<file path="src/design/acc_pkg.sv">
// Shared types, constants and lookup functions of the column color unit.
package acc_pkg;

    localparam int ROW_W     = 6;   // row index within a column
    localparam int CNT_W     = 7;   // row count register
    localparam int MODE_W    = 2;
    localparam int SUM_W     = 9;   // per-channel sum of fifths, wraps
    localparam int LEVEL_W   = 13;  // Q1.12 intensity, 4096 is 1.0
    localparam int NUM_W     = 13;  // scaled numerator before division
    localparam int FRAC_W    = 12;
    localparam int QUO_W     = NUM_W + FRAC_W;
    localparam int DEN_W     = 11;  // rows * 30
    localparam int STEP_W    = 5;
    localparam int DIST_W    = 5;   // distinct letter count, up to 26
    localparam int LETTERS   = 26;
    localparam int CHANNELS  = 3;
    localparam int QUEUE_DEPTH = 2;
    localparam int QPTR_W    = 1;
    localparam int QCNT_W    = 2;
    localparam int CFG_IDX_W = 1;

    localparam logic [STEP_W-1:0]  DIV_STEPS       = STEP_W'(QUO_W);
    localparam logic [LEVEL_W-1:0] LEVEL_ONE       = 13'd4096;
    localparam logic [DEN_W-1:0]   DEN_PER_ROW     = 11'd30;
    localparam logic [11:0]        SUM_SCALE       = 12'd6;
    localparam logic [DIST_W-1:0]  NO_LETTER_SPREAD = 5'd19;
    localparam logic [CNT_W-1:0]   ROW_COUNT_RESET = 7'd64;
    localparam logic [7:0]         SPACE_CHAR      = 8'h20;
    localparam logic [7:0]         CASE_MASK       = 8'hDF;
    localparam logic [7:0]         CHAR_A          = 8'h41;
    localparam logic [7:0]         CHAR_Z          = 8'h5A;

    // color modes
    localparam logic [MODE_W-1:0] MODE_INDIVIDUAL = 2'd0;
    localparam logic [MODE_W-1:0] MODE_AVERAGE    = 2'd1;
    localparam logic [MODE_W-1:0] MODE_DARKEN     = 2'd2;
    localparam logic [MODE_W-1:0] MODE_LIGHTEN    = 2'd3;

    // configuration register indexes
    localparam logic [CFG_IDX_W-1:0] CFG_COLOUR_MODE = 1'd0;
    localparam logic [CFG_IDX_W-1:0] CFG_ROW_COUNT   = 1'd1;

    typedef logic [2:0]         t_fifth;
    typedef t_fifth [2:0]       t_tint;      // [0] red, [1] green, [2] blue
    typedef logic [LEVEL_W-1:0] t_level;
    typedef t_level [2:0]       t_rgb;
    typedef logic [NUM_W-1:0]   t_num;
    typedef t_num [2:0]         t_num_rgb;
    typedef logic [SUM_W-1:0]   t_sum;

    typedef struct packed {
        logic       hit;
        logic [4:0] idx;
    } t_letter;

    // one finished column handed from front to back
    typedef struct packed {
        logic [MODE_W-1:0] mode;
        t_rgb              rgb;
        logic [ROW_W-1:0]  last;
    } t_desc;

    typedef struct packed {
        logic  valid;
        t_desc desc;
    } t_col_req;

    // letter index of a byte, either case
    function automatic t_letter letter_of(input logic [7:0] b);
        logic [7:0] up;
        t_letter    res;
        up = b & CASE_MASK;
        res.hit = (up >= CHAR_A) && (up <= CHAR_Z);
        res.idx = 5'(up - CHAR_A);
        return res;
    endfunction

    // color table in fifths, written blue green red
    function automatic t_tint tint_of(input logic [4:0] idx);
        t_tint t;
        case (idx)
            5'd0:    t = {3'd0, 3'd5, 3'd4};
            5'd2:    t = {3'd0, 3'd5, 3'd5};
            5'd3:    t = {3'd0, 3'd0, 3'd5};
            5'd4:    t = {3'd2, 3'd0, 3'd5};
            5'd5:    t = {3'd2, 3'd5, 3'd0};
            5'd6:    t = {3'd0, 3'd3, 3'd5};
            5'd7:    t = {3'd5, 3'd2, 3'd0};
            5'd8:    t = {3'd0, 3'd5, 3'd2};
            5'd10:   t = {3'd5, 3'd0, 3'd2};
            5'd11:   t = {3'd0, 3'd5, 3'd1};
            5'd12:   t = {3'd0, 3'd5, 3'd0};
            5'd13:   t = {3'd5, 3'd0, 3'd4};
            5'd15:   t = {3'd0, 3'd4, 3'd5};
            5'd16:   t = {3'd4, 3'd0, 3'd5};
            5'd17:   t = {3'd5, 3'd0, 3'd0};
            5'd18:   t = {3'd0, 3'd1, 3'd5};
            5'd19:   t = {3'd0, 3'd2, 3'd5};
            5'd21:   t = {3'd0, 3'd5, 3'd3};
            5'd22:   t = {3'd5, 3'd4, 3'd0};
            5'd23:   t = {3'd5, 3'd5, 3'd5};
            5'd24:   t = {3'd4, 3'd5, 3'd0};
            default: t = '0;   // B J O U Z and unused codes are black
        endcase
        return t;
    endfunction

    // fifths to Q1.12, truncated
    function automatic t_level fifth_to_level(input t_fifth f);
        t_level l;
        case (f)
            3'd1:    l = 13'd819;
            3'd2:    l = 13'd1638;
            3'd3:    l = 13'd2457;
            3'd4:    l = 13'd3276;
            3'd5:    l = 13'd4096;
            default: l = '0;
        endcase
        return l;
    endfunction

endpackage

</file>
<file path="src/design/alignment_column_colour_unit.sv">
// Top level of the alignment column color unit.
//
//  channel   direction  handshake            payload
//  residue   in         i_push / o_full      i_residue
//  result    out        o_empty / i_pop      o_residue_out, o_red, o_green, o_blue,
//                                            o_column_end
//  config    in         i_cfg_valid /        i_cfg_index, i_cfg_data
//                       o_cfg_ready
//
// The front end takes one residue per cycle while o_full is low. After the last
// row of a column it scales, runs the bit-serial divider and hands the column to
// the back end; o_full stays high until then. The back end reads each row from
// RAM into an output register, not while a read is pending or a result waits.
// The buffer has two banks, so the next column fills while the previous one drains;
// o_full is also high while both banks hold unsent columns. Reset is synchronous.
module alignment_column_colour_unit
    import acc_pkg::*;
#(
    parameter int MAX_ROWS = 64
) (
    input  logic                 i_clk,
    input  logic                 i_rst_n,
    input  logic                 i_push,
    input  logic [7:0]           i_residue,
    output logic                 o_full,
    input  logic                 i_pop,
    output logic                 o_empty,
    output logic [7:0]           o_residue_out,
    output logic [LEVEL_W-1:0]   o_red,
    output logic [LEVEL_W-1:0]   o_green,
    output logic [LEVEL_W-1:0]   o_blue,
    output logic                 o_column_end,
    input  logic                 i_cfg_valid,
    output logic                 o_cfg_ready,
    input  logic [CFG_IDX_W-1:0] i_cfg_index,
    input  logic [CNT_W-1:0]     i_cfg_data
);

    localparam int IW        = (MAX_ROWS > 1) ? $clog2(MAX_ROWS) : 1;
    localparam int RAM_DEPTH = 2 ** (IW + 1);

    logic [MODE_W-1:0] r_colour_mode;
    logic [CNT_W-1:0]  r_row_count;

    t_col_req    col;
    logic        q_full;
    logic        ram_we;
    logic [IW:0] ram_waddr;
    logic [7:0]  ram_wdata;
    logic        ram_re;
    logic [IW:0] ram_raddr;
    logic [7:0]  ram_rdata;

    // configuration registers
    assign o_cfg_ready = 1'b1;

    always_ff @(posedge i_clk) begin
        if (!i_rst_n) begin
            r_colour_mode <= MODE_AVERAGE;
            r_row_count   <= ROW_COUNT_RESET;
        end else if (i_cfg_valid && o_cfg_ready) begin
            unique case (i_cfg_index)
                CFG_COLOUR_MODE: r_colour_mode <= i_cfg_data[MODE_W-1:0];
                CFG_ROW_COUNT:   r_row_count   <= i_cfg_data;
                default:         r_row_count   <= r_row_count;
            endcase
        end
    end

    acc_front #(
        .MAX_ROWS (MAX_ROWS),
        .IW       (IW)
    ) u_front (
        .i_clk       (i_clk),
        .i_rst_n     (i_rst_n),
        .i_push      (i_push),
        .i_residue   (i_residue),
        .o_full      (o_full),
        .i_mode      (r_colour_mode),
        .i_row_count (r_row_count),
        .i_q_full    (q_full),
        .o_ram_we    (ram_we),
        .o_ram_waddr (ram_waddr),
        .o_ram_wdata (ram_wdata),
        .o_col       (col)
    );

    // two-bank row buffer
    acc_ram #(
        .WIDTH (8),
        .DEPTH (RAM_DEPTH)
    ) u_row_buffer (
        .i_clk   (i_clk),
        .i_we    (ram_we),
        .i_waddr (ram_waddr),
        .i_wdata (ram_wdata),
        .i_re    (ram_re),
        .i_raddr (ram_raddr),
        .o_rdata (ram_rdata)
    );

    acc_back #(
        .IW (IW)
    ) u_back (
        .i_clk         (i_clk),
        .i_rst_n       (i_rst_n),
        .i_col         (col),
        .o_q_full      (q_full),
        .o_ram_re      (ram_re),
        .o_ram_raddr   (ram_raddr),
        .i_ram_rdata   (ram_rdata),
        .i_pop         (i_pop),
        .o_empty       (o_empty),
        .o_residue_out (o_residue_out),
        .o_red         (o_red),
        .o_green       (o_green),
        .o_blue        (o_blue),
        .o_column_end  (o_column_end)
    );

endmodule

</file>
<file path="src/design/acc_ram.sv">
// Generic simple dual-port RAM with registered read.
module acc_ram #(
    parameter int WIDTH = 8,
    parameter int DEPTH = 256
) (
    input  logic                     i_clk,
    input  logic                     i_we,
    input  logic [$clog2(DEPTH)-1:0] i_waddr,
    input  logic [WIDTH-1:0]         i_wdata,
    input  logic                     i_re,
    input  logic [$clog2(DEPTH)-1:0] i_raddr,
    output logic [WIDTH-1:0]         o_rdata
);

    logic [WIDTH-1:0] r_mem [DEPTH];
    logic [WIDTH-1:0] r_rdata;

    always_ff @(posedge i_clk) begin
        if (i_we) begin
            r_mem[i_waddr] <= i_wdata;
        end
        if (i_re) begin
            r_rdata <= r_mem[i_raddr];
        end
    end

    assign o_rdata = r_rdata;

endmodule

</file>
<file path="src/design/acc_div.sv">
// Three-lane restoring divider: level = min(num * 4096 / den, 4096), one bit per cycle.
module acc_div
    import acc_pkg::*;
(
    input  logic             i_clk,
    input  logic             i_rst_n,
    input  logic             i_start,
    input  t_num_rgb         i_num,
    input  logic [DEN_W-1:0] i_den,
    output logic             o_done,
    output t_rgb             o_level
);

    logic [CHANNELS-1:0][QUO_W-1:0] r_quo, n_quo;
    logic [CHANNELS-1:0][DEN_W-1:0] r_rem, n_rem;
    logic [DEN_W-1:0]               r_den;
    logic [STEP_W-1:0]              r_cnt;
    logic                           r_busy;
    logic                           r_done;

    // one quotient bit per lane
    always_comb begin
        logic [DEN_W:0] trial;
        logic           ge;
        for (int c = 0; c < CHANNELS; c++) begin
            trial    = {r_rem[c], r_quo[c][QUO_W-1]};
            ge       = (trial >= {1'b0, r_den});
            n_quo[c] = {r_quo[c][QUO_W-2:0], ge};
            n_rem[c] = ge ? DEN_W'(trial - {1'b0, r_den}) : trial[DEN_W-1:0];
        end
    end

    // control
    always_ff @(posedge i_clk) begin
        if (!i_rst_n) begin
            r_busy <= 1'b0;
            r_done <= 1'b0;
            r_cnt  <= '0;
        end else begin
            r_done <= 1'b0;
            if (i_start) begin
                r_busy <= 1'b1;
                r_cnt  <= DIV_STEPS;
            end else if (r_busy) begin
                r_cnt <= r_cnt - 1'b1;
                if (r_cnt == STEP_W'(1)) begin
                    r_busy <= 1'b0;
                    r_done <= 1'b1;
                end
            end
        end
    end

    // datapath
    always_ff @(posedge i_clk) begin
        if (i_start) begin
            r_den <= i_den;
            for (int c = 0; c < CHANNELS; c++) begin
                r_quo[c] <= {i_num[c], {FRAC_W{1'b0}}};
                r_rem[c] <= '0;
            end
        end else if (r_busy) begin
            r_quo <= n_quo;
            r_rem <= n_rem;
        end
    end

    // saturate to 1.0
    always_comb begin
        for (int c = 0; c < CHANNELS; c++) begin
            o_level[c] = (r_quo[c] > QUO_W'(LEVEL_ONE)) ? LEVEL_ONE
                                                         : r_quo[c][LEVEL_W-1:0];
        end
    end

    assign o_done = r_done;

endmodule

</file>
<file path="src/design/acc_front.sv">
// Front end: takes residues, buffers them, sums colors and averages each column.
module acc_front
    import acc_pkg::*;
#(
    parameter int MAX_ROWS = 64,
    parameter int IW       = 6
) (
    input  logic              i_clk,
    input  logic              i_rst_n,
    input  logic              i_push,
    input  logic [7:0]        i_residue,
    output logic              o_full,
    input  logic [MODE_W-1:0] i_mode,
    input  logic [CNT_W-1:0]  i_row_count,
    input  logic              i_q_full,
    output logic              o_ram_we,
    output logic [IW:0]       o_ram_waddr,
    output logic [7:0]        o_ram_wdata,
    output t_col_req          o_col
);

    localparam logic [1:0] S_TAKE  = 2'd0;
    localparam logic [1:0] S_SCALE = 2'd1;
    localparam logic [1:0] S_DIV   = 2'd2;

    logic [1:0]                   r_state;
    logic [ROW_W-1:0]             r_row;
    logic                         r_bank;
    logic [CHANNELS-1:0][SUM_W-1:0] r_sum, n_sum;
    logic [LETTERS-1:0]           r_seen, n_seen;
    logic [DIST_W-1:0]            r_distinct, n_distinct;
    logic [MODE_W-1:0]            r_mode;
    logic [CNT_W-1:0]             r_n;

    logic             accept;
    logic             col_end;
    logic [CNT_W-1:0] n_used;
    t_letter          let_in;
    t_tint            tint_in;
    logic             lighten_space;
    logic [DIST_W-1:0] spread;
    logic [11:0]      adj;
    t_num_rgb         num;
    logic [DEN_W-1:0] den;
    logic             div_start;
    logic             div_done;
    t_rgb             div_level;

    // effective row count
    always_comb begin
        if (i_row_count == '0) begin
            n_used = CNT_W'(1);
        end else if (i_row_count > CNT_W'(MAX_ROWS)) begin
            n_used = CNT_W'(MAX_ROWS);
        end else begin
            n_used = i_row_count;
        end
    end

    assign o_full  = (r_state != S_TAKE) || i_q_full;
    assign accept  = i_push && !o_full;
    assign col_end = (CNT_W'(r_row) + 1'b1) >= n_used;

    // residue classification and running sums
    assign let_in        = letter_of(i_residue);
    assign tint_in       = tint_of(let_in.idx);
    assign lighten_space = (i_mode == MODE_LIGHTEN) && (i_residue == SPACE_CHAR);

    always_comb begin
        for (int c = 0; c < CHANNELS; c++) begin
            if (lighten_space) begin
                n_sum[c] = r_sum[c] + SUM_W'(5);
            end else if (let_in.hit) begin
                n_sum[c] = r_sum[c] + SUM_W'(tint_in[c]);
            end else begin
                n_sum[c] = r_sum[c];
            end
        end
        n_seen     = r_seen;
        n_distinct = r_distinct;
        if (let_in.hit) begin
            n_seen[let_in.idx] = 1'b1;
            if (!r_seen[let_in.idx]) begin
                n_distinct = r_distinct + 1'b1;
            end
        end
    end

    // buffer write
    assign o_ram_we    = accept;
    assign o_ram_waddr = {r_bank, r_row[IW-1:0]};
    assign o_ram_wdata = i_residue;

    // scale numerators: sum*6 -/+ spread*rows
    assign spread = (r_distinct == '0) ? NO_LETTER_SPREAD : r_distinct - 1'b1;
    assign adj    = {7'b0, spread} * {5'b0, r_n};
    assign den    = DEN_W'({4'b0, r_n} * DEN_PER_ROW);

    always_comb begin
        logic [11:0]        scaled;
        logic signed [13:0] diff;
        for (int c = 0; c < CHANNELS; c++) begin
            scaled = {3'b0, r_sum[c]} * SUM_SCALE;
            unique case (r_mode)
                MODE_DARKEN:  diff = $signed({2'b0, scaled}) - $signed({2'b0, adj});
                MODE_LIGHTEN: diff = $signed({2'b0, scaled}) + $signed({2'b0, adj});
                default:      diff = $signed({2'b0, scaled});
            endcase
            num[c] = (diff <= 14'sd0) ? '0 : diff[NUM_W-1:0];
        end
    end

    assign div_start = (r_state == S_SCALE);

    acc_div u_div (
        .i_clk   (i_clk),
        .i_rst_n (i_rst_n),
        .i_start (div_start),
        .i_num   (num),
        .i_den   (den),
        .o_done  (div_done),
        .o_level (div_level)
    );

    // column request to the back end
    always_comb begin
        o_col.valid     = (r_state == S_DIV) && div_done;
        o_col.desc.mode = r_mode;
        o_col.desc.rgb  = div_level;
        o_col.desc.last = r_row;
    end

    // control state
    always_ff @(posedge i_clk) begin
        if (!i_rst_n) begin
            r_state    <= S_TAKE;
            r_row      <= '0;
            r_bank     <= 1'b0;
            r_sum      <= '0;
            r_seen     <= '0;
            r_distinct <= '0;
        end else begin
            unique case (r_state)
                S_TAKE: begin
                    if (accept) begin
                        r_sum      <= n_sum;
                        r_seen     <= n_seen;
                        r_distinct <= n_distinct;
                        if (col_end) begin
                            r_state <= S_SCALE;
                        end else begin
                            r_row <= r_row + 1'b1;
                        end
                    end
                end
                S_SCALE: begin
                    r_state <= S_DIV;
                end
                S_DIV: begin
                    if (div_done) begin
                        r_state    <= S_TAKE;
                        r_row      <= '0;
                        r_bank     <= ~r_bank;
                        r_sum      <= '0;
                        r_seen     <= '0;
                        r_distinct <= '0;
                    end
                end
                default: begin
                    r_state <= S_TAKE;
                end
            endcase
        end
    end

    // mode and row count as seen at column end
    always_ff @(posedge i_clk) begin
        if (accept && col_end) begin
            r_mode <= i_mode;
            r_n    <= n_used;
        end
    end

endmodule

</file>
<file path="src/design/acc_back.sv">
// Back end: column queue, buffer read-out and output register.
module acc_back
    import acc_pkg::*;
#(
    parameter int IW = 6
) (
    input  logic         i_clk,
    input  logic         i_rst_n,
    input  t_col_req     i_col,
    output logic         o_q_full,
    output logic         o_ram_re,
    output logic [IW:0]  o_ram_raddr,
    input  logic [7:0]   i_ram_rdata,
    input  logic         i_pop,
    output logic         o_empty,
    output logic [7:0]   o_residue_out,
    output t_level       o_red,
    output t_level       o_green,
    output t_level       o_blue,
    output logic         o_column_end
);

    t_desc              r_q [QUEUE_DEPTH];
    logic [QPTR_W-1:0]  r_wr_ptr, r_rd_ptr;
    logic [QCNT_W-1:0]  r_q_cnt;
    logic [ROW_W-1:0]   r_row;
    logic               r_bank;
    logic               r_rd_pend;
    logic [MODE_W-1:0]  r_p_mode;
    t_rgb               r_p_rgb;
    logic               r_p_end;
    logic               r_out_valid;
    logic [7:0]         r_out_res;
    t_rgb               r_out_rgb;
    logic               r_out_end;

    t_desc   head;
    logic    pop_acc;
    logic    issue;
    logic    issue_last;
    logic    pop_q;
    t_letter let_rd;
    t_tint   tint_rd;
    t_rgb    rgb_rd;

    assign head       = r_q[r_rd_ptr];
    assign o_q_full   = (r_q_cnt == QCNT_W'(QUEUE_DEPTH));
    assign pop_acc    = i_pop && r_out_valid;
    assign issue      = (r_q_cnt != '0) && !r_rd_pend && (!r_out_valid || pop_acc);
    assign issue_last = (r_row == head.last);
    assign pop_q      = issue && issue_last;

    assign o_ram_re    = issue;
    assign o_ram_raddr = {r_bank, r_row[IW-1:0]};

    // color of the row just read
    assign let_rd  = letter_of(i_ram_rdata);
    assign tint_rd = tint_of(let_rd.idx);

    always_comb begin
        for (int c = 0; c < CHANNELS; c++) begin
            if (r_p_mode != MODE_INDIVIDUAL) begin
                rgb_rd[c] = r_p_rgb[c];
            end else if (let_rd.hit) begin
                rgb_rd[c] = fifth_to_level(tint_rd[c]);
            end else begin
                rgb_rd[c] = '0;
            end
        end
    end

    // control
    always_ff @(posedge i_clk) begin
        if (!i_rst_n) begin
            r_wr_ptr    <= '0;
            r_rd_ptr    <= '0;
            r_q_cnt     <= '0;
            r_row       <= '0;
            r_bank      <= 1'b0;
            r_rd_pend   <= 1'b0;
            r_out_valid <= 1'b0;
        end else begin
            if (i_col.valid) begin
                r_wr_ptr <= r_wr_ptr + 1'b1;
            end
            case ({i_col.valid, pop_q})
                2'b10:   r_q_cnt <= r_q_cnt + 1'b1;
                2'b01:   r_q_cnt <= r_q_cnt - 1'b1;
                default: r_q_cnt <= r_q_cnt;
            endcase
            if (issue) begin
                if (issue_last) begin
                    r_row    <= '0;
                    r_bank   <= ~r_bank;
                    r_rd_ptr <= r_rd_ptr + 1'b1;
                end else begin
                    r_row <= r_row + 1'b1;
                end
            end
            r_rd_pend <= issue;
            if (r_rd_pend) begin
                r_out_valid <= 1'b1;
            end else if (pop_acc) begin
                r_out_valid <= 1'b0;
            end
        end
    end

    // payload
    always_ff @(posedge i_clk) begin
        if (i_col.valid) begin
            r_q[r_wr_ptr] <= i_col.desc;
        end
        if (issue) begin
            r_p_mode <= head.mode;
            r_p_rgb  <= head.rgb;
            r_p_end  <= issue_last;
        end
        if (r_rd_pend) begin
            r_out_res <= i_ram_rdata;
            r_out_rgb <= rgb_rd;
            r_out_end <= r_p_end;
        end
    end

    assign o_empty       = !r_out_valid;
    assign o_residue_out = r_out_res;
    assign o_red         = r_out_rgb[0];
    assign o_green       = r_out_rgb[1];
    assign o_blue        = r_out_rgb[2];
    assign o_column_end  = r_out_end;

endmodule

</file>
<file path="config.mk">
export PLATFORM = sky130hd
export DESIGN_NAME = alignment_column_colour_unit
export DESIGN_NICKNAME = d
export VERILOG_FILES = /design/src/design/acc_pkg.sv /design/src/design/alignment_column_colour_unit.sv /design/src/design/acc_ram.sv /design/src/design/acc_div.sv /design/src/design/acc_front.sv /design/src/design/acc_back.sv
export SDC_FILE = /design/constraint.sdc
export NUM_CORES = 2
export LEC_CHECK = 0
export BUFFER_PORTS_ARGS = -buffer_cell sky130_fd_sc_hd__buf_2
export CAP_MARGIN = 20
export CORE_ASPECT_RATIO = 0.9
export CORE_UTILIZATION = 60
export CTS_CLUSTER_SIZE = 8
export DETAILED_ROUTE_END_ITERATION = 8
export GPL_TIMING_DRIVEN = 0
export PLACE_DENSITY = 0.79
export SYNTH_ARGS = -nofsm -noshare
export SYNTH_HDL_FRONTEND = slang
export SYNTH_SLANG_ARGS = --single-unit
</file>
<file path="constraint.sdc">
create_clock -name i_clk -period 8.98 [get_ports i_clk]
set_clock_uncertainty 0.15 [all_clocks]
set_input_delay 0.449 -clock i_clk [delete_from_list [all_inputs] [get_ports i_clk]]
set_output_delay 0.449 -clock i_clk [all_outputs]
set_load 0.02 [all_outputs]
</file>
==> flow_metrics.tcl <==
set metrics [dict create \
    report.final.slew_viol_count 0 \
    io_pins 72 \
    final_nets 4644 \
    cts_num_sinks 1440 \
    crit_type "reg -> reg" \
    avgViaCountPerCell 6.62 \
    synthDistinctLibCells 80 \
    post_cts_buffers 0 \
    first_global_vias 38900 \
    grt_max_degree 105 \
    rrSetupSlack_ns 0.75 \
    r2r_start "u_front.r_distinct[0]$_SDFFE_PN0P_" \
    setup_tns_ns 0 \
    cts.path.max_buffers 3 \
    numCtsBuffers 198 \
    cts_tree "yes" \
    timing.final.hold_violations 0 \
    hold_end "u_row_buffer.r_mem[53][0]$_DFFE_PP_" \
    routedWlPerCell_um 29.1 \
    yosysWarnings 0 \
    synth_cells 4073 \
    holdPathStages 1 \
    grt-ovfl-total 0 \
    rr_worst_depth 23 \
    h-tree-depth 4 \
    r2r_end "u_front.u_div.n_quo[45]$_DFFE_PP_" \
    track_usage 0.318 \
    core-area_um2 106000 \
    critPathMaxFanout 10 \
    seqPwrFrac 0.453 \
    grt_pass1_wl_um 251000 \
    cts_resized 0 \
    p_comb_frac 0.131 \
    rsz0062_at_grt "false" \
    insertion_delay_ns 0.81 \
    synth_top_area_frac 0.596 \
    cp-end-kind "register" \
    hold_path_class "in -> reg" \
    hold_start "i_residue[0]" \
    critical-path-top-delay-family "compound AO/OA/AOI/OAI gates" \
    remaining_drc_errors 0 \
    fp.dieW_um 347 \
    ys_seq_area_frac 0.648 \
    status "completed" \
    power.leakage_uw 0.0246 \
    syn_nets 4339 \
    io_buffers 67 \
    path_buf_inv 4 \
    die_height_um 312 \
    areaGrowthSynthToFinish_pct 13.1 \
    startpoint_type "register" \
    power_density_nw_per_um2 230 \
    timing.final.crit_share 0.917 \
    placed_cell_area_um2 66600 \
    synth-edff-count 1274 \
    slowest_stage "a2111oi_0" \
    vias 38800 \
    critPathMaxStageDelay_ns 0.71 \
    final_area_um2 72600 \
    gp_congestion 0.925 \
    cts_hold_buf 18 \
    switching_share 0.259 \
    arrival_ns 8.59 \
    intPower_uw 12300 \
    drive_gt1_frac 0.168 \
    dpl.hpwl_um 107000 \
    firstDrtPassIters 5 \
    syn-cell-area_um2 64200 \
    crit_required_ns 9.33 \
    fill_cells 6606 \
    die_area_um2 108000 \
    initial_utilization 0.607 \
    max-cap-violations 0 \
    clk_pin_slew_ns 0.05 \
    drtIter0Drc 4998 \
    p_switching_uw 4320 \
    tightest_slew_ns 1.33 \
    syn_area_per_cell_um2 15.8 \
    ys_seq_elements 1440 \
    setup_viol 0 \
    synth-main-ff-cell "edfxtp_1" \
    routed_wl_um 171000 \
    crit_chain "inv_1 -> ha_1 -> o21ai_0 -> nand2_1 -> fa_1 -> fa_1 -> fa_1 -> inv_1 -> ha_1 -> a21oi_1 -> o21bai_1 -> a21oi_1 -> xnor2_1 -> inv_1 -> ha_1 -> or3_1 -> a2111oi_0 -> o31ai_1 -> a21oi_1 -> nor2_1 -> o31ai_1 -> clkbuf_1 -> o21ai_0" \
    antenna_left 0 \
    timing.hold.ws_ns 0.108 \
    async_flop_share 0 \
    fin_ws_ns 0.745 \
    pwr-share-clk 0.416 \
    rows 113 \
    synthTopCellsByArea "edfxtp_1 (60%), mux4_2 (12%), dfxtp_1 (5.2%)" \
    total_power_uw 16700 \
    cts_root_buf "clkbuf_16" \
    slew_headroom 0.115 \
    pre_cts_slack_ns 0.889 \
    yosys.area.top_type "edfxtp_1" \
    antenna_found_initial 5 \
    fmaxAchievable_ghz 0.121 \
    ir_drop_v 0.000203 \
    min_period_ns 8.23 \
]
## how the worst max path moves through the flow
stage                                             startpoint                           endpoint  slack (ns)  depth (start not counted)
after global placement    u_front.r_distinct[0]$_SDFFE_PN0P_  u_front.u_div.n_quo[44]$_DFFE_PP_        0.87                         23
after global routing      u_front.r_distinct[0]$_SDFFE_PN0P_  u_front.u_div.n_quo[45]$_DFFE_PP_        0.03                         26
final                     u_front.r_distinct[0]$_SDFFE_PN0P_  u_front.u_div.n_quo[45]$_DFFE_PP_        0.75                         23
after detailed placement  u_front.r_distinct[0]$_SDFFE_PN0P_  u_front.u_div.n_quo[45]$_DFFE_PP_        0.89                         23
after CTS                 u_front.r_distinct[0]$_SDFFE_PN0P_  u_front.u_div.n_quo[45]$_DFFE_PP_        0.85                         23
after floorplan           u_front.r_distinct[0]$_SDFFE_PN0P_  u_front.u_div.n_quo[65]$_DFFE_PP_        2.68                         26
## power by group through the flow
stage	clock network [uW]	logic (uW)	registers, uW
2_1_floorplan	0	1520	7620
3_3_place_gp	0	2050	7660
3_5_place_dp	0	2100	7660
4_1_cts	6960	2130	7540
5_1_grt	7220	2400	7550
6_report	6940	2180	7540
## synthesized netlist by cell type, drive strengths merged, types with 9 or more instances
library cell,instances
mux2,51
nor2b,40
nand4b,9
dfxtp,166
fa,41
a21o,53
nand3,71
clkbuf,134
nor3b,11
nand4,11
nand2,260
o211ai,18
a211oi,9
inv,133
a21boi,30
o21a,10
o21ai,134
edfxtp,1274
o21bai,14
mux2i,102
and2,61
or3,17
xor2,44
nor2,332
nor4,25
mux4,342
ha,204
and3,11
a21oi,127
o31ai,14
xnor2,95
a31oi,14
or2,9
nor3,50
nand2b,17
buf,53
## metal layers
metal / wire length, um / vias to the layer above / global-route usage / part of all wire
met1: 64500 / 19500 / 0.434 / 0.38
li1: - / 16300 / - / -
met2: 79300 / 2567 / 0.492 / 0.46
met5: 51 / - / 0 / 0.00030
met4: 7620 / 8 / 0.138 / 0.045
met3: 19100 / 499 / 0.0775 / 0.11
## layout by cell type (no fill, tap or decap), drive strengths merged, types with 11 or more instances in the layout
master / netlist / final
nor3: 50 / 50
and2: 61 / 61
mux2i: 102 / 102
nand2: 260 / 260
a21oi: 127 / 127
or3: 17 / 17
o21ai: 134 / 134
a31oi: 14 / 14
nor2b: 40 / 40
fa: 41 / 41
nor3b: 11 / 11
dlygate4sd3: 0 / 18
clkinv: 2 / 13
nand3: 71 / 71
and3: 11 / 11
inv: 133 / 136
nand2b: 17 / 17
buf: 53 / 140
ha: 204 / 204
xnor2: 95 / 95
a21boi: 30 / 30
mux4: 342 / 342
nor2: 332 / 332
clkbuf: 134 / 421
o211ai: 18 / 18
dfxtp: 166 / 166
a21o: 53 / 53
edfxtp: 1274 / 1274
mux2: 51 / 51
nand4: 11 / 11
o31ai: 14 / 14
o21bai: 14 / 14
nor4: 25 / 25
xor2: 44 / 44
## sequential cells by signal (all words and copies together), names as in the netlist, 5 cells and up, named ones only
name	count
u_row_buffer.r_mem	1024
u_back.r_q	94
u_front.u_div.n_quo	72
u_back.r_p_rgb	39
u_front.u_div.r_rem	33
u_front.r_sum	27
u_front.r_seen	26
u_back.o_blue	13
u_back.o_green	13
u_back.o_red	13
u_front.u_div.r_den	10
u_back.o_residue_out	8
u_row_buffer.o_rdata	8
r_row_count	7
u_front.r_n	7
u_back.r_row	6
u_front.r_row	6
u_front.r_distinct	5
u_front.u_div.r_cnt	5
## area by class of cell
class | count | area (um2) | area share
sequential | 1440 | 41600 | 0.573
multi-input combinational | 2311 | 21300 | 0.294
clock buffer | 287 | 5340 | 0.0736
tap | 1380 | 1730 | 0.0238
timing repair buffer | 105 | 971 | 0.0134
buffer | 187 | 767 | 0.0106
inverter | 135 | 507 | 0.00698
clock inverter | 15 | 328 | 0.00452
antenna | 2 | 5.00 | 0.0000690
## cells by family after synthesis
| logic type | count (synthesis) | synth area share |
|---|---|---|
| compound gates | 489 | 0.0481 |
| xor+xnor | 139 | 0.0190 |
| fa+ha+maj | 245 | 0.0526 |
| buf+inv | 322 | 0.0198 |
| flops | 1440 | 0.648 |
| mux | 495 | 0.145 |
| other cells | 1 | 0.0000584 |
| simple gates | 942 | 0.0679 |
## metrics by stage
stage               instances   util
finish                   5862  0.686
global route             5860  0.686
CTS                      5853  0.685
detailed placement       5533  0.630
global placement         5520  0.626
floorplan                4073      -
Power figures use the tool's default switching activity.
